File: src/rtl/tfa_pkg.sv
// Shared types and constants for the thruster force allocation block.
`default_nettype none

package tfa_pkg;

    localparam int MAX_THRUSTERS = 8;
    localparam int AXES          = 6;
    localparam int QUEUE_DEPTH   = 2;
    localparam int DATA_W        = 16;
    localparam int FORCE_W       = 32;
    localparam int SUM_W         = 40;
    localparam int MODE_W        = 3;
    localparam int MODE_SEL_W    = $clog2(MAX_THRUSTERS);

    // register file
    typedef logic [1:0] reg_index_t;
    localparam reg_index_t REG_THRUSTER_COUNT = 2'd0;
    localparam reg_index_t REG_MODE_MAP       = 2'd1;
    localparam reg_index_t REG_SUPPLY_VOLTAGE = 2'd2;
    localparam reg_index_t REG_DEAD_BAND      = 2'd3;

    localparam logic [3:0]  THRUSTER_COUNT_RST = 4'd6;
    localparam logic [23:0] MODE_MAP_RST       = 24'd4793490;
    localparam logic [15:0] SUPPLY_VOLTAGE_RST = 16'd256;
    localparam logic [7:0]  DEAD_BAND_RST      = 8'd3;

    // per-thruster mode codes; position and above are unsupported
    typedef logic [MODE_W-1:0] mode_code_t;
    localparam mode_code_t MODE_EFFORT   = 3'd0;
    localparam mode_code_t MODE_SPEED    = 3'd1;
    localparam mode_code_t MODE_RAW      = 3'd2;
    localparam mode_code_t MODE_POSITION = 3'd3;

    typedef logic [1:0] status_t;
    localparam status_t STATUS_OK    = 2'd0;
    localparam status_t STATUS_COUNT = 2'd1;
    localparam status_t STATUS_UNSET = 2'd2;
    localparam status_t STATUS_MODE  = 2'd3;

    typedef enum logic [1:0] {
        KIND_ZERO,
        KIND_EFFORT,
        KIND_QUAD
    } kind_t;

    // one classified thruster beat
    typedef struct packed {
        kind_t                         kind;
        logic                          raw;
        logic signed [DATA_W-1:0]      cmd;
        logic signed [DATA_W-1:0]      coeff;
        logic [AXES-1:0][DATA_W-1:0]   col;
        logic                          last;
        status_t                       status;
    } tfa_entry_t;

    typedef struct packed {
        logic       valid;
        tfa_entry_t entry;
    } tfa_head_t;

    typedef enum logic [3:0] {
        BE_IDLE,
        BE_SCALE,
        BE_CHECK,
        BE_SQUARE,
        BE_MUL_LO,
        BE_MUL_HI,
        BE_SAT,
        BE_AXIS_MUL,
        BE_AXIS_ACC
    } be_state_t;

endpackage

`default_nettype wire

File: src/rtl/tfa_front.sv
// Front end: accepts thruster beats, picks the mode, tracks sample position and status.
`default_nettype none

module tfa_front
    import tfa_pkg::*;
(
    input  wire logic                     clk,
    input  wire logic                     rst_n,
    input  wire logic                     item_valid,
    input  wire logic                     q_full,
    input  wire logic signed [DATA_W-1:0] command_value,
    input  wire logic                     value_present,
    input  wire logic signed [DATA_W-1:0] coeff_positive,
    input  wire logic signed [DATA_W-1:0] coeff_negative,
    input  wire logic signed [DATA_W-1:0] col_surge,
    input  wire logic signed [DATA_W-1:0] col_sway,
    input  wire logic signed [DATA_W-1:0] col_heave,
    input  wire logic signed [DATA_W-1:0] col_roll,
    input  wire logic signed [DATA_W-1:0] col_pitch,
    input  wire logic signed [DATA_W-1:0] col_yaw,
    input  wire logic                     last_thruster,
    input  wire logic [3:0]               thruster_count,
    input  wire logic [MODE_W*MAX_THRUSTERS-1:0] mode_map,
    output logic                          push,
    output tfa_entry_t                    push_entry
);

    logic [3:0] position_reg, position_next;
    status_t    pending_reg, pending_next;

    mode_code_t modes [MAX_THRUSTERS];
    mode_code_t mode;
    status_t    err;
    status_t    status_acc;
    status_t    final_status;
    kind_t      kind;
    logic [4:0] count;

    assign push = item_valid && !q_full;

    always_comb
    begin
        for (int i = 0; i < MAX_THRUSTERS; i++)
        begin
            modes[i] = mode_map[MODE_W*i +: MODE_W];
        end
        mode = modes[position_reg[MODE_SEL_W-1:0]];

        err  = STATUS_OK;
        kind = KIND_ZERO;
        if (mode >= MODE_POSITION)
        begin
            err = STATUS_MODE;
        end
        else if (!value_present)
        begin
            err = STATUS_UNSET;
        end
        else if (mode == MODE_EFFORT)
        begin
            kind = KIND_EFFORT;
        end
        else
        begin
            kind = KIND_QUAD;
        end

        // first error of the sample sticks
        status_acc = (pending_reg == STATUS_OK) ? err : pending_reg;
        count      = {1'b0, position_reg} + 5'd1;
        if (count != {1'b0, thruster_count} || count > 5'(MAX_THRUSTERS))
        begin
            final_status = STATUS_COUNT;
        end
        else
        begin
            final_status = status_acc;
        end
    end

    always_comb
    begin
        push_entry.kind   = kind;
        push_entry.raw    = (mode == MODE_RAW);
        push_entry.cmd    = command_value;
        // sign of the drive value follows the command
        push_entry.coeff  = (command_value > 16'sd0) ? coeff_positive : coeff_negative;
        push_entry.col    = {col_yaw, col_pitch, col_roll, col_heave, col_sway, col_surge};
        push_entry.last   = last_thruster;
        push_entry.status = last_thruster ? final_status : STATUS_OK;
    end

    always_comb
    begin
        position_next = position_reg;
        pending_next  = pending_reg;
        if (push)
        begin
            if (last_thruster)
            begin
                position_next = '0;
                pending_next  = STATUS_OK;
            end
            else
            begin
                position_next = (position_reg == 4'hF) ? position_reg : position_reg + 4'd1;
                pending_next  = status_acc;
            end
        end
    end

    always_ff @(posedge clk or negedge rst_n)
    begin
        if (!rst_n)
        begin
            position_reg <= '0;
            pending_reg  <= STATUS_OK;
        end
        else
        begin
            position_reg <= position_next;
            pending_reg  <= pending_next;
        end
    end

endmodule

`default_nettype wire

File: config.mk
export PLATFORM = sky130hd
export DESIGN_NAME = tfa_front
export DESIGN_NICKNAME = d
export VERILOG_FILES = /design/src/rtl/tfa_pkg.sv /design/src/rtl/tfa_front.sv
export SDC_FILE = /design/constraint.sdc
export NUM_CORES = 1
export LEC_CHECK = 0
export BUFFER_PORTS_ARGS = -buffer_cell sky130_fd_sc_hd__buf_4
export CAP_MARGIN = 20
export CORE_AREA = 2 2 121 123
export CTS_BUF_LIST = sky130_fd_sc_hd__clkbuf_16
export CTS_CLUSTER_DIAMETER = 60
export CTS_CLUSTER_SIZE = 20
export DETAILED_ROUTE_END_ITERATION = 10
export DIE_AREA = 0 0 123 125
export PLACE_DENSITY = 0.42
export SYNTH_ARGS = -nofsm -noshare
export SYNTH_HDL_FRONTEND = slang
export SYNTH_SLANG_ARGS = --single-unit
File: constraint.sdc
create_clock -name clk -period 2.5 [get_ports clk]
set_clock_uncertainty 0.05 [all_clocks]
set_input_delay 0.25 -clock clk [delete_from_list [all_inputs] [get_ports clk]]
set_output_delay 0.25 -clock clk [all_outputs]
set_load 0.01 [all_outputs]
==> reports/results.tsv <==
stage	metric	value	unit
layout	most common cell after layout, fill and taps aside	buf_4	
placed_design	Final Wtd Congestion	0.7686	
sta	RSZ-0062 raised after global routing	false	
synthesis	synth top area cells	buf_4, mux2_2, dfrtp_1	
clock_tree	htree depth	1	
layout	layout cell share with drive strength beyond 1	0.7136	
layout	most frequent cells in the layout	buf_4, mux2_2, nand2_1	
global_route	initial antenna violation count	0	
worst_hold_path	worst min path class	in2reg	
synthesis	Post-synth EDFFs	0	
layout	Largest register FFs	4	
sta	min cycle time layout	2.369	ns
worst_setup_path	origin of the critical flop-to-flop path	position_reg[0]$_DFFE_PN0P_	
global_route	largest net degree at the start of global routing	13	
pwr	power density cells	402.5	nW/um^2
pwr	Pleak	0.9749	nW
synthesis	yosys synthesis warning count	0	
flow_run	max-cap viol count	0	
route	drt initial violations	35	
clock_tree	setup bufs post-CTS	0	
clock_tree	Clock Root Buffer	clkbuf_16	
synthesis	sequential area share after synthesis	0.08357	
worst_hold_path	hold_sp	last_thruster	
sta	Final Hold Viols	0	
worst_setup_path	Worst setup SP type	register	
clock_tree	CTS Buffer Depth	2	
placed_design	I/O Buffers	120	
sta	setup TNS	0	ns
pwr	maximum vdd drop	183.7	uV
sta	fmax	422.1	MHz
sta	crit share post-route	0.9477	
route	DRT Wirelength	6.881	mm
worst_setup_path	crit-path max FO	9	
route	DRT Pass-1 Iters	4	
synthesis	ys flop type	dfrtp_1	
clock_tree	clock slew at reported path FFs	0.03	ns
synthesis	async set-reset flop share out of synthesis	1.000	
clock_tree	CTS Buf Count	3	
synthesis	Syn Nets	393	
synthesis	synthesized area	1797	sq um
route	Residual DRC	0	
synthesis	Netlist cell types	37	
worst_setup_path	crit path kind	reg2out	
sta	final setup fails	0	
synthesis	area leader, netlist	buf_4	
status	status	finished clean	
floorplanning	Core Area	14200	sq um
sta	setup slack after layout	0.1307	ns
floorplanning	IO Count	313	
synthesis	Avg Cell Area, Syn	8.435	sq um
layout	# diodes	0	
sta	Slew Viols, Final	0	
floorplanning	Initial Utilization	0.1265	
floorplanning	Die Width	123	um
global_route	number of global-route vias before repair	1371	
layout	Area Overhead vs Synth	19.78	%
placed_design	DP Wirelength	6.231	mm
clock_tree	clock sinks	6	
route	DR WL/cell	17.03	um
layout	# nets final	402	
worst_setup_path	crit path from	position_reg[0]$_DFFE_PN0P_	
floorplanning	Die Footprint	15380	sq um
global_route	Remaining Overflow, GRT	0	
global_route	GRT Util Overall	0.08187	
worst_setup_path	Critical Path End Type	primary output	
route	Antenna Violating Nets Remaining	0	
clock_tree	clock latency on the worst-skew pair	0.23	ns
synthesis	share of the synthesized area in the top cell type	0.4721	
placed_design	Post-Place Setup Slack	0.2598	ns
clock_tree	CTS tree	done	
floorplanning	Die Height	125	um
route	routed vias/inst	3.295	
sta	Max-slew headroom	0.7374	
sta	Least-Margin Pin Slew	0.3903	ns
route	via count	1331	
worst_setup_path	Worst EP required	2.20	ns
global_route	first-pass GRT wire length	9.073	mm
worst_setup_path	Arr. time, crit path	2.07	ns
synthesis	synthesized instance count	213	
synthesis	Seq cells post-synth	6	
floorplanning	Site Rows	44	
==> cell families after synthesis <==
| family | Yosys count | synth area share |
|---|---|---|
| compound gates | 22 | 0.08497 |
| xor+xnor | 4 | 0.01950 |
| fa+ha+maj | 2 | 0.01393 |
| buf+inv | 123 | 0.4993 |
| flops | 6 | 0.08356 |
| mux | 26 | 0.2208 |
| simple gates | 30 | 0.07800 |
==> power breakdown <==
group	internal (W)	switching, W	leakage, nW
combinational	0.000268	0.000195	0.862
clock	0.000205	0.0000498	0.0370
sequential	0.000118	0.0000307	0.0759
==> through the flow <==
stage | hold WS [ns] | total power, W | utilization | cell area, sq um | std cells
floorplan | -0.09559 | 0.0005735 | - | 1797 | 213
global placement | 0.01952 | 0.0006114 | 0.1453 | 2064 | 400
detailed placement | 0.01657 | 0.0006152 | 0.1453 | 2064 | 400
CTS | 0.2866 | 0.0008764 | 0.1513 | 2150 | 404
global route | 0.2873 | 0.0009174 | 0.1515 | 2152 | 404
finish | 0.2752 | 0.0008663 | 0.1515 | 2152 | 404
==> layer usage <==
| layer | track usage | up-vias | wire [um] |
|---|---|---|---|
| met2 | 0.1449 | 72 | 3633 |
| li1 | - | 618 | - |
| met3 | 0.03011 | 30 | 612 |
| met4 | 0.04479 | 0 | 318 |
| met5 | 0 | - | 0 |
| met1 | 0.08181 | 611 | 2317 |
==> repair_timing <==
| item | in CTS | in global routing |
|---|---|---|
| endpoints found under the hold margin | 6 | 0 |
| hold buffers | 1 | 0 |
| endpoints found under the setup margin | 0 | 2 |
| resized for setup | 0 | 2 |
==> final timing paths <==
kind	end	slack, ns	cells past startpoint
hold / removal	pending_reg[1]$_DFFE_PN0P_	0.28	2
setup reg to reg	pending_reg[1]$_DFFE_PN0P_	0.64	6
max in group asynchronous	position_reg[1]$_DFFE_PN0P_	1.94	2
setup / recovery	push_entry[1]	0.13	7
hold reg to reg	pending_reg[1]$_DFFE_PN0P_	0.45	2
min in group asynchronous	position_reg[3]$_DFFE_PN0P_	0.32	2
==> synthesized netlist by cell type (2+ instances only) <==
library cell	count
mux2_2	16
nor4_1	3
nor2_1	8
buf_2	3
a21oi_1	6
ha_1	2
xnor2_1	2
nand2_1	10
buf_4	113
xor2_1	2
dfrtp_1	6
mux4_2	5
mux2i_4	3
clkbuf_1	3
inv_1	3
o21ai_0	5
nand2b_1	2
nor3_1	2
==> area by class of cell <==
class | count | area [sq um]
fillers | 1613 | 12050
repair buffers | 124 | 933.4
multi-input cells | 84 | 749.5
well taps | 184 | 230.2
flip-flops and latches | 6 | 152.6
clock buffers | 3 | 75.07
inverters | 3 | 11.26
==> critical path: stages, from the launching register on <==
cell and delay (ns):
dfrtp_2 0.44, buf_4 0.19, mux4_2 0.53, mux2i_4 0.23, nor2_1 0.09, nor2_2 0.11, a211oi_1 0.09, buf_4 0.16
No activity file was read; power rests on OpenSTA's default activity.
