## src/rtl/tfa_pkg.sv

```systemverilog
// Shared types and constants for the thruster force allocation block.
`default_nettype none

package tfa_pkg;

    localparam int MAX_THRUSTERS = 8;
    localparam int AXES          = 6;
    localparam int QUEUE_DEPTH   = 2;
    localparam int DATA_W        = 16;
    localparam int FORCE_W       = 32;
    localparam int SUM_W         = 40;
    localparam int MODE_W        = 3;
    localparam int MODE_SEL_W    = $clog2(MAX_THRUSTERS);

    // register file
    typedef logic [1:0] reg_index_t;
    localparam reg_index_t REG_THRUSTER_COUNT = 2'd0;
    localparam reg_index_t REG_MODE_MAP       = 2'd1;
    localparam reg_index_t REG_SUPPLY_VOLTAGE = 2'd2;
    localparam reg_index_t REG_DEAD_BAND      = 2'd3;

    localparam logic [3:0]  THRUSTER_COUNT_RST = 4'd6;
    localparam logic [23:0] MODE_MAP_RST       = 24'd4793490;
    localparam logic [15:0] SUPPLY_VOLTAGE_RST = 16'd256;
    localparam logic [7:0]  DEAD_BAND_RST      = 8'd3;

    // per-thruster mode codes; position and above are unsupported
    typedef logic [MODE_W-1:0] mode_code_t;
    localparam mode_code_t MODE_EFFORT   = 3'd0;
    localparam mode_code_t MODE_SPEED    = 3'd1;
    localparam mode_code_t MODE_RAW      = 3'd2;
    localparam mode_code_t MODE_POSITION = 3'd3;

    typedef logic [1:0] status_t;
    localparam status_t STATUS_OK    = 2'd0;
    localparam status_t STATUS_COUNT = 2'd1;
    localparam status_t STATUS_UNSET = 2'd2;
    localparam status_t STATUS_MODE  = 2'd3;

    typedef enum logic [1:0] {
        KIND_ZERO,
        KIND_EFFORT,
        KIND_QUAD
    } kind_t;

    // one classified thruster beat
    typedef struct packed {
        kind_t                         kind;
        logic                          raw;
        logic signed [DATA_W-1:0]      cmd;
        logic signed [DATA_W-1:0]      coeff;
        logic [AXES-1:0][DATA_W-1:0]   col;
        logic                          last;
        status_t                       status;
    } tfa_entry_t;

    typedef struct packed {
        logic       valid;
        tfa_entry_t entry;
    } tfa_head_t;

    typedef enum logic [3:0] {
        BE_IDLE,
        BE_SCALE,
        BE_CHECK,
        BE_SQUARE,
        BE_MUL_LO,
        BE_MUL_HI,
        BE_SAT,
        BE_AXIS_MUL,
        BE_AXIS_ACC
    } be_state_t;

endpackage

`default_nettype wire

```

## src/rtl/tfa_queue.sv

```systemverilog
// Short queue of classified beats between front and back end.
`default_nettype none

module tfa_queue
    import tfa_pkg::*;
(
    input  wire logic        clk,
    input  wire logic        rst_n,
    input  wire logic        push,
    input  wire tfa_entry_t  push_entry,
    input  wire logic        pop,
    output logic             full,
    output tfa_head_t        head
);

    localparam int PTR_W = (QUEUE_DEPTH > 1) ? $clog2(QUEUE_DEPTH) : 1;
    localparam int CNT_W = $clog2(QUEUE_DEPTH + 1);

    tfa_entry_t       mem_reg [QUEUE_DEPTH];
    logic [PTR_W-1:0] wr_ptr_reg, wr_ptr_next;
    logic [PTR_W-1:0] rd_ptr_reg, rd_ptr_next;
    logic [CNT_W-1:0] count_reg, count_next;

    assign full       = (count_reg == CNT_W'(QUEUE_DEPTH));
    assign head.valid = (count_reg != '0);
    assign head.entry = mem_reg[rd_ptr_reg];

    always_comb
    begin
        wr_ptr_next = wr_ptr_reg;
        rd_ptr_next = rd_ptr_reg;
        count_next  = count_reg;
        if (push)
        begin
            wr_ptr_next = (wr_ptr_reg == PTR_W'(QUEUE_DEPTH - 1)) ? '0 : wr_ptr_reg + PTR_W'(1);
        end
        if (pop)
        begin
            rd_ptr_next = (rd_ptr_reg == PTR_W'(QUEUE_DEPTH - 1)) ? '0 : rd_ptr_reg + PTR_W'(1);
        end
        if (push && !pop)
        begin
            count_next = count_reg + CNT_W'(1);
        end
        else if (pop && !push)
        begin
            count_next = count_reg - CNT_W'(1);
        end
    end

    always_ff @(posedge clk)
    begin
        if (push)
        begin
            mem_reg[wr_ptr_reg] <= push_entry;
        end
    end

    always_ff @(posedge clk or negedge rst_n)
    begin
        if (!rst_n)
        begin
            wr_ptr_reg <= '0;
            rd_ptr_reg <= '0;
            count_reg  <= '0;
        end
        else
        begin
            wr_ptr_reg <= wr_ptr_next;
            rd_ptr_reg <= rd_ptr_next;
            count_reg  <= count_next;
        end
    end

endmodule

`default_nettype wire

```

## config.mk

```make
export PLATFORM = sky130hd
export DESIGN_NAME = tfa_queue
export DESIGN_NICKNAME = d
export VERILOG_FILES = /design/src/rtl/tfa_pkg.sv /design/src/rtl/tfa_queue.sv
export SDC_FILE = /design/constraint.sdc
export NUM_CORES = 1
export LEC_CHECK = 0
export BUFFER_PORTS_ARGS = -buffer_cell sky130_fd_sc_hd__buf_4
export CAP_MARGIN = 20
export CORE_AREA = 2 2 117 164
export DETAILED_ROUTE_END_ITERATION = 16
export DIE_AREA = 0 0 119 166
export GPL_ROUTABILITY_DRIVEN = 1
export PLACE_DENSITY = 0.83
export SLEW_MARGIN = 0
export SYNTH_ARGS = -nofsm -noshare
export SYNTH_HDL_FRONTEND = slang
export SYNTH_SLANG_ARGS = --single-unit
```

## constraint.sdc

```tcl
create_clock -name clk -period 15.3 [get_ports clk]
set_input_delay 3.06 -clock clk [delete_from_list [all_inputs] [get_ports clk]]
set_output_delay 3.06 -clock clk [all_outputs]
set_load 0.02 [all_outputs]
```

==> flow_metrics.tcl, run 1 <==
set metrics [dict create \
    rsz0062_at_grt "no" \
    largest_reg_flops 268 \
    fin_nets 862 \
    critPathKind "reg2out" \
    outcome "complete, no violations" \
    diodes 0 \
    ys_ff_latch 272 \
    die-area_sq_mm 0.01975 \
    tightest_slew_ns 1.021 \
    crit_required_ns 12.24 \
    start_util 0.5469 \
    synthToLayoutAreaGrowth_pct 31.04 \
    remaining_drc_errors 0 \
    ioPinCount 274 \
    swShare 0.2980 \
    path_max_fanout 51 \
    syn_inst 433 \
    ctsHoldBuffers 0 \
    coreArea_sq_mm 0.01838 \
    p_seq_frac 0.414 \
    worstPathCellList "buf_4 -> mux2_2 -> buf_4" \
    hold_viol_final 0 \
    cp.arrival_ns 2.60 \
    grt_antenna_before_repair 1 \
    fin_util 0.7166 \
    gp_congestion 0.7733 \
    clkTransAtPathRegs_ns 0.06 \
    post_cts_buffers 0 \
    final-max-slew-violation-count 0 \
    crit_family "buffers and inverters" \
    cellLeakagePower_nw 5.092 \
    viasPerCell 5.051 \
    htree_num_levels 1 \
    avgRoutedWirePerCell_um 19.25 \
    skew_ns 0.007722 \
    clockBufferDepth 3 \
    std_cell_rows 59 \
    fin_crit_sh 0.3702 \
    synthXorXnorAreaFrac 0.004356 \
    place.detailed.hpwl_mm 12.90 \
    layout_setup_ws_ns 9.636 \
    grt_max_degree 75 \
    fin_tns_setup_ns 0 \
    combPwrFrac 0.346 \
    post_cts_resized 0 \
    die_h_um 166 \
    min_path_type "reg2reg" \
    maxSlewHeadroom 0.3196 \
    drt-total-wl_mm 18.97 \
    overflow 0 \
    drt_first_pass_iters 4 \
    synthAdderAreaFrac 0.001245 \
    syn_nets 572 \
    cpMostUsedCell "buf_4" \
    cts_tree "yes" \
    path_buf_inv 2 \
    synth_top_cell_area_share 0.8006 \
    clock-root-buffer "clkbuf_16" \
    place_ws_ns 10.07 \
    dieWidth_um 119 \
    cts.sinks 272 \
    vias 4975 \
    slowest_stage "dfrtp_4" \
    fmax_ghz 0.1766 \
    syn_area_per_cell_sq_um 23.22 \
    yosysTopAreaCell "edfxtp_1" \
    cpPeakStageDelay_ns 0.75 \
    cts_buffers 25 \
    grt_first_pass_wirelength_mm 29.14 \
    synth-seq-area-share 0.8106 \
    mostFrequentLayoutCell "buf_4" \
    pwr-share-clk 0.239 \
    mostFrequentLayoutCells "buf_4, edfxtp_1, mux2_2, mux2_4, clkbuf_16" \
    fillers 1113 \
    critPathCaptureType "output port" \
    synth_mux_area_frac 0.1688 \
    p_int_w 0.001776 \
    synth_compound_area_frac 0 \
    min_period_ns 5.664 \
    p_switching_w 0.0007540 \
    insertion_delay_ns 0.50 \
    power.total_w 0.002530 \
    yosys.area_share.simple 0.002863 \
    ant_nets 0 \
    layout-drive-gt1-share 0.6046 \
    drtIter0Drc 257 \
    yosys-top-cells-area "edfxtp_1, mux2_2, mux2_4" \
    portBuffers 273 \
    ir_worst_vdd_mv 0.1496 \
    synth_top_family_by_area "multiplexers" \
    finalSetupViolCount 0 \
    cp-start-kind "flop" \
    ys_types 14 \
    grt_usage 0.1893 \
    maxCapViolCount 0 \
    power_per_cell_area_mw_per_mm2 192.1 \
    ys_warn_count 0 \
    synth_area_sq_mm 0.01005 \
    grt_pass1_vias 5453 \
]
[worst paths after layout]
kind,startpoint,end,slack [ns],cells after the start
worst max-delay path,rd_ptr_reg$_DFFE_PN0P_,head[11],9.64,3
worst min-delay path,count_reg[1]$_DFFE_PN0P_,count_reg[1]$_DFFE_PN0P_,0.49,1
worst max register to register,wr_ptr_reg$_DFFE_PN0P_,mem_reg[1][32]$_DFFE_PP_,12.82,2
worst min register to register,count_reg[1]$_DFFE_PN0P_,count_reg[1]$_DFFE_PN0P_,0.49,1
max in group asynchronous,rst_n,rd_ptr_reg$_DFFE_PN0P_,12.84,1
min in group asynchronous,rst_n,rd_ptr_reg$_DFFE_PN0P_,2.34,1
[cells in the mapped netlist]
master,count
and2_1,1
dfrtp_1,4
buf_6,7
xor2_1,4
nor2b_1,2
or2_2,1
mux2_4,50
xnor2_1,1
mux2_2,84
nor2_1,1
inv_1,1
ha_1,1
buf_2,8
edfxtp_1,268
[final cells by class]
class	instances	area, sq um	share of cell area
Clock buffer	32	651.9	0.04949
Multi-Input combinational cell	145	1792	0.1360
Timing Repair Buffer	278	2107	0.1600
Sequential cell	272	8152	0.6188
Inverter	1	3.754	0.0002850
Tap cell	244	305.3	0.02318
Clock inverter	13	161.4	0.01225
[power by group through the flow]
stage,combinational (W),sequential (W),clock [W]
after floorplan,0.000584,0.00105,0
after global placement,0.000836,0.00108,0
after detailed placement,0.000883,0.00106,0
after CTS,0.000888,0.00105,0.000620
after global routing,0.000923,0.00106,0.000648
final,0.000877,0.00105,0.000606
[layer usage]
layer / vias to the layer above / GRT usage / routed length, um / part of all wire
li1: 2299 / - / - / -
met1: 2417 / 0.2182 / 6950 / 0.37
met2: 210 / 0.3358 / 9934 / 0.52
met3: 47 / 0.05220 / 1411 / 0.074
met4: 2 / 0.07039 / 652 / 0.034
met5: - / 0 / 16 / 0.00084
[per-stage QoR]
stage	instance area [sq um]	instances	hold WS, ns
floorplan	10050	433	0.4474
global placement	12330	939	0.4635
detailed placement	12360	940	0.4667
CTS	13170	985	0.4875
global route	13170	985	0.5049
finish	13170	985	0.4909
[cells by family after synthesis]
logic type | count (synthesis)
simple gates | 5
fa+ha+maj | 1
xor+xnor | 5
mux | 134
flops | 272
buf+inv | 16
(Power assumes the default switching activity.)
==> run 2, diff against run 1 <==
--- a/config.mk
+++ b/config.mk
@@ -5,13 +5,14 @@
 export SDC_FILE = /design/constraint.sdc
 export NUM_CORES = 1
 export LEC_CHECK = 0
+export ABC_AREA = 1
 export BUFFER_PORTS_ARGS = -buffer_cell sky130_fd_sc_hd__buf_4
 export CAP_MARGIN = 20
-export CORE_AREA = 2 2 117 164
+export CORE_AREA = 2 2 127 179
 export DETAILED_ROUTE_END_ITERATION = 16
-export DIE_AREA = 0 0 119 166
+export DIE_AREA = 0 0 129 181
 export GPL_ROUTABILITY_DRIVEN = 1
-export PLACE_DENSITY = 0.83
+export PLACE_DENSITY = 0.75
 export SLEW_MARGIN = 0
 export SYNTH_ARGS = -nofsm -noshare
 export SYNTH_HDL_FRONTEND = slang
==> constraint.sdc (replaced) <==
create_clock -name clk -period 4.62 [get_ports clk]
set_input_delay 0.924 -clock clk [delete_from_list [all_inputs] [get_ports clk]]
set_output_delay 0.924 -clock clk [all_outputs]
set_load 0.02 [all_outputs]
==> run 2 against run 1 <==
Effect of this change:
- core utilization down 11 points
- setup slack worse by 8.4 ns
- die area up 18%
- final cell count up 6.2%
- clock-buffer cell count down 1
- first-iteration DRC count up 3.5%
- global-route usage down 2.8 points
- flip-flop and latch count unchanged
- combinational power rose to 3.3 times the previous value
- sequential power rose to 3.3 times the previous value
- register-to-register slack worse by 10 ns
- total power rose to 3.3 times the previous value
- critical endpoint is now head[119]
- largest power group unchanged
- highest routed layer is now met4
==> flow_metrics.tcl, run 2 <==
set metrics [dict create \
    grt_pass1_vias 5593 \
    vias 5072 \
    fmax_ghz 0.2939 \
    worstPathCellList "buf_12 -> mux2_2 -> buf_4" \
    cp.arrival_ns 2.48 \
    crit_family "flip-flops" \
    outcome "complete, no violations" \
    layout-drive-gt1-share 0.5995 \
    clock-root-buffer "clkbuf_16" \
    synth-edff-count 268 \
    cts_tree "yes" \
    synth_top_cells_by_count "edfxtp_1, mux2_2, mux2_4, buf_2" \
    grt_max_degree 113 \
    diodes 0 \
    power_per_cell_area_mw_per_mm2 624.3 \
    dieWidth_um 129 \
    mostFrequentLayoutCells "buf_4, edfxtp_1, mux2_2, mux2_4, clkbuf_16" \
    std_cell_rows 64 \
    final-max-slew-violation-count 0 \
    grt_usage 0.1616 \
    syn_nets 581 \
    fin_crit_sh 0.7366 \
    finalSetupViolCount 0 \
    cellLeakagePower_nw 5.095 \
    cpPeakStageDelay_ns 0.89 \
    cts_buffers 25 \
    min_period_ns 3.403 \
    insertion_delay_ns 0.51 \
    maxCapViolCount 0 \
    drt_first_pass_iters 4 \
    die_h_um 181 \
    ys_types 14 \
    hold_viol_final 0 \
    critPathKind "reg2out" \
    grt_first_pass_wirelength_mm 29.44 \
    ys_warn_count 0 \
    crit_required_ns 3.70 \
    synth_ff_type "edfxtp_1" \
    post_cts_resized 0 \
    path_buf_inv 2 \
    place_ws_ns 1.736 \
    ioPinCount 274 \
    mostFrequentLayoutCell "buf_4" \
    skew_ns 0.008235 \
    portBuffers 273 \
    ant_nets 0 \
    post_cts_buffers 0 \
    avgRoutedWirePerCell_um 18.44 \
    place.detailed.hpwl_mm 13.00 \
    yosysTopAreaCell "edfxtp_1" \
    fin_nets 873 \
    critPathCaptureType "output port" \
    die-area_sq_mm 0.02335 \
    clkTransAtPathRegs_ns 0.07 \
    tightest_slew_ns 0.7330 \
    coreArea_sq_mm 0.02170 \
    drt-total-wl_mm 19.29 \
    min_path_type "in2async" \
    async_flop_share 0.01471 \
    yosysMostFrequentCell "edfxtp_1" \
    drtIter0Drc 266 \
    largest_reg_flops 268 \
    rsz0062_at_grt "no" \
    syn_inst 442 \
    ys_ff_latch 272 \
    ctsHoldBuffers 0 \
    maxSlewHeadroom 0.5114 \
    viasPerCell 4.849 \
    yosys-top-cells-area "edfxtp_1, mux2_2, mux2_4" \
    fin_tns_setup_ns 0 \
    layout_setup_ws_ns 1.217 \
    cts.sinks 272 \
    synth-seq-area-share 0.8091 \
    slowest_stage "dfrtp_4" \
    gp_congestion 0.7718 \
    remaining_drc_errors 0 \
    overflow 0 \
    synth_top_cell_area_share 0.7992 \
    cp-start-kind "flop" \
    whs_ns 0.1994 \
    ir_worst_vdd_mv 0.3881 \
    synthToLayoutAreaGrowth_pct 31.05 \
    fin_util 0.6081 \
    path_max_fanout 65 \
    start_util 0.4640 \
    htree_num_levels 1 \
    syn_area_per_cell_sq_um 22.78 \
    clockBufferDepth 3 \
    grt_antenna_before_repair 0 \
    synth_area_sq_mm 0.01007 \
]
[run 2: path summary, 6_finish.rpt]
kind | start | end | slack (ns) | depth (start not counted)
setup / recovery | rd_ptr_reg$_DFFE_PN0P_ | head[119] | 1.22 | 3
hold / removal | rst_n | rd_ptr_reg$_DFFE_PN0P_ | 0.20 | 1
min in group clk | count_reg[1]$_DFFE_PN0P_ | count_reg[1]$_DFFE_PN0P_ | 0.49 | 2
setup reg to reg | wr_ptr_reg$_DFFE_PN0P_ | mem_reg[1][33]$_DFFE_PP_ | 2.64 | 4
hold reg to reg | count_reg[1]$_DFFE_PN0P_ | count_reg[1]$_DFFE_PN0P_ | 0.49 | 2
max in group asynchronous | rst_n | rd_ptr_reg$_DFFE_PN0P_ | 4.30 | 1
[run 2: metal layers]
metal	GRT usage	routed length, um
met3	0.05952	1827
met2	0.2863	10100
met5	0	0
met4	0.05565	548
met1	0.1766	6811
[run 2: power breakdown]
part	internal [W]	total (W)	switching (W)
combinational	0.00138	0.00290	0.00151
clock	0.00104	0.00186	0.000817
sequential	0.00327	0.00348	0.000206
total	0.00570	0.00824	0.00254
[run 2: stage by stage]
stage / cells / cell area [sq um] / total power (W)
2_1_floorplan: 442 / 10080 / 0.005380
3_3_place_gp: 1003 / 12450 / 0.006381
3_5_place_dp: 1003 / 12450 / 0.006462
4_1_cts: 1045 / 13170 / 0.008342
5_1_grt: 1046 / 13200 / 0.008617
6_report: 1046 / 13200 / 0.008238
[run 2: cell type report]
| type | count | area, sq um |
|---|---|---|
| clock buffers | 31 | 648.1 |
| clock inverters | 11 | 75.07 |
| fillers | 1526 | 8504 |
| inverters | 7 | 31.28 |
| multi-input cells | 148 | 1784 |
| flip-flops and latches | 272 | 8152 |
| well taps | 297 | 371.6 |
| repair buffers | 280 | 2135 |
[run 2: cell families (layout without fill, tap and decap cells)]
group | after synthesis | after routing | share of synthesized area
and+or+nand+nor | 10 | 10 | 0.004100
muxes | 134 | 134 | 0.1685
buffers and inverters | 22 | 329 | 0.01441
xor gates and xnor gates | 3 | 3 | 0.002610
DFF | 272 | 272 | 0.8091
adders and majority gates | 1 | 1 | 0.001242
==> run 3, diff against run 2 <==
--- a/config.mk
+++ b/config.mk
@@ -8,11 +8,11 @@
 export ABC_AREA = 1
 export BUFFER_PORTS_ARGS = -buffer_cell sky130_fd_sc_hd__buf_4
 export CAP_MARGIN = 20
-export CORE_AREA = 2 2 127 179
+export CORE_AREA = 2 2 121 170
 export DETAILED_ROUTE_END_ITERATION = 16
-export DIE_AREA = 0 0 129 181
+export DIE_AREA = 0 0 123 172
 export GPL_ROUTABILITY_DRIVEN = 1
-export PLACE_DENSITY = 0.75
+export PLACE_DENSITY = 0.78
 export SLEW_MARGIN = 0
 export SYNTH_ARGS = -nofsm -noshare
 export SYNTH_HDL_FRONTEND = slang
==> constraint.sdc (replaced) <==
create_clock -name clk -period 3.3 [get_ports clk]
set_input_delay 0.66 -clock clk [delete_from_list [all_inputs] [get_ports clk]]
set_output_delay 0.66 -clock clk [all_outputs]
set_load 0.02 [all_outputs]
==> run 3 against run 2 <==
Effect of this change:
- combinational power up 43%
- clock skew up 0.0066 ns
- sequential power up 39%
- final cell count down 3.7%
- global-route usage up 1.2 points
- wire length up 0.18%
- critical endpoint unchanged
- highest routed layer unchanged
==> flow_metrics.tcl, run 3 (synthesis gave the netlist of run 2 again) <==
set metrics [dict create \
    outcome "complete, no violations" \
    start_util 0.5114 \
    cts_buffers 25 \
    cp.arrival_ns 2.19 \
    fmax_ghz 0.3511 \
    clkTransAtPathRegs_ns 0.06 \
    coreArea_sq_mm 0.01969 \
    dp_cells 961 \
    final-max-slew-violation-count 0 \
    fin_tns_setup_ns 0 \
    drt_first_pass_iters 4 \
    maxSlewHeadroom 0.4992 \
    htree_num_levels 1 \
    placed_area_sq_mm 0.01245 \
    remaining_drc_errors 0 \
    overflow 0 \
    insertion_delay_ns 0.51 \
    mostFrequentLayoutCells "buf_4, edfxtp_1, mux2_2, mux2_4, clkbuf_16" \
    layout-drive-gt1-share 0.5995 \
    viasPerCell 5.057 \
    grt_usage 0.1736 \
    ir_worst_vdd_mv 0.5382 \
    fillers 1304 \
    min_path_type "in2reg" \
    dieWidth_um 123 \
    ioPinCount 274 \
    largest_reg_flops 268 \
    mostFrequentLayoutCell "buf_4" \
    cellLeakagePower_nw 5.119 \
    min_period_ns 2.848 \
    drtIter0Drc 281 \
    gp_congestion 0.7416 \
    clockBufferDepth 3 \
    power_per_cell_area_mw_per_mm2 881.2 \
    critPathCaptureType "output port" \
    finalSetupViolCount 0 \
    die_h_um 172 \
    std_cell_rows 61 \
    critPathKind "reg2out" \
    hold_viol_final 0 \
    skew_ns 0.01488 \
    layout.area.seq_sq_mm 0.008152 \
    die-area_sq_mm 0.02116 \
    cp-start-kind "flop" \
    crit_family "flip-flops" \
    synthToLayoutAreaGrowth_pct 31.30 \
    fin_area_sq_mm 0.01322 \
    crit_required_ns 2.64 \
    whs_ns 0.3293 \
    clock-root-buffer "clkbuf_16" \
    vias 5092 \
    cpPeakStageDelay_ns 0.76 \
    cts.sinks 272 \
    worstPathCellList "buf_12 -> mux2_2 -> buf_4" \
    maxCapViolCount 0 \
    fin_nets 876 \
    place.detailed.hpwl_mm 13.19 \
    slowest_stage "dfrtp_4" \
    portBuffers 273 \
    cts_tree "yes" \
    ant_nets 0 \
    grt_antenna_before_repair 1 \
    power.total_w 0.01165 \
    grt_first_pass_wirelength_mm 27.83 \
    tightest_slew_ns 0.7512 \
    multi_input_area_sq_mm 0.001784 \
    path_buf_inv 2 \
    fin_crit_sh 0.8630 \
    post_cts_buffers 0 \
    avgRoutedWirePerCell_um 19.19 \
    drt-total-wl_mm 19.33 \
    post_cts_resized 0 \
    grt_max_degree 80 \
    rsz0062_at_grt "no" \
    final_cell_count_no_fill 1007 \
    path_max_fanout 35 \
    grt_pass1_vias 5383 \
]
-- run 3: cell count changes in the layout (fill, tap and decap cells not counted) --
cell           previous run  this run
buf_12                    1         4
clkbuf_1                  6         9
clkbuf_8                  0         3
clkinv_2                  6         3
clkinv_1                  4         2
clkinvlp_4                0         2
buf_16                    1         0
diode_2                   0         1
dlygate4sd3_1             0         1
inv_6                     1         0
-- run 3: timing repair --
action | 4_1_cts | 5_1_grt
endpoints found under the hold margin | 4 | 0
endpoints found under the setup margin | 0 | 0
hold buffers | 1 | 0
-- run 3: path summary, 6_finish.rpt --
kind | startpoint | endpoint | slack, ns | depth (start not counted)
max in group asynchronous | rst_n | rd_ptr_reg$_DFFE_PN0P_ | 2.70 | 2
max reg2reg | wr_ptr_reg$_DFFE_PN0P_ | mem_reg[1][30]$_DFFE_PP_ | 1.65 | 3
min reg2reg | count_reg[1]$_DFFE_PN0P_ | count_reg[1]$_DFFE_PN0P_ | 0.48 | 2
min in group asynchronous | rst_n | rd_ptr_reg$_DFFE_PN0P_ | 0.48 | 2
max | rd_ptr_reg$_DFFE_PN0P_ | head[119] | 0.45 | 3
min | pop | rd_ptr_reg$_DFFE_PN0P_ | 0.33 | 2
-- run 3: routing by layer --
metal	global-route usage	vias to the layer above	share of wire
met3	0.04881	45	0.085
met1	0.1874	2488	0.34
met4	0.07115	0	0.037
li1	-	2335	-
met5	0	-	0
met2	0.3166	224	0.54
-- run 3: where the power goes --
| group | switching [W] | internal (W) | total (W) |
|---|---|---|---|
| registers | 0.000253 | 0.00459 | 0.00484 |
| clock network | 0.00113 | 0.00154 | 0.00267 |
| logic | 0.00216 | 0.00197 | 0.00414 |
| total | 0.00355 | 0.00810 | 0.0117 |
-- run 3: final cells by class --
cell class	instances	area share
timing repair buffer	283	0.1647
clock inverter	7	0.004542
tap	252	0.02385
multi-input combinational	148	0.1349
clock buffer	37	0.05300
inverter	7	0.002271
antenna	1	0.0001893
sequential	272	0.6165
-- run 3: stage by stage --
stage,setup WS (ns),util
final,0.4520,0.6714
after CTS,0.4206,0.6713
after floorplan,0.1811,-
after detailed placement,0.9772,0.6322
after global placement,1.009,0.6322
after global routing,0.3627,0.6713
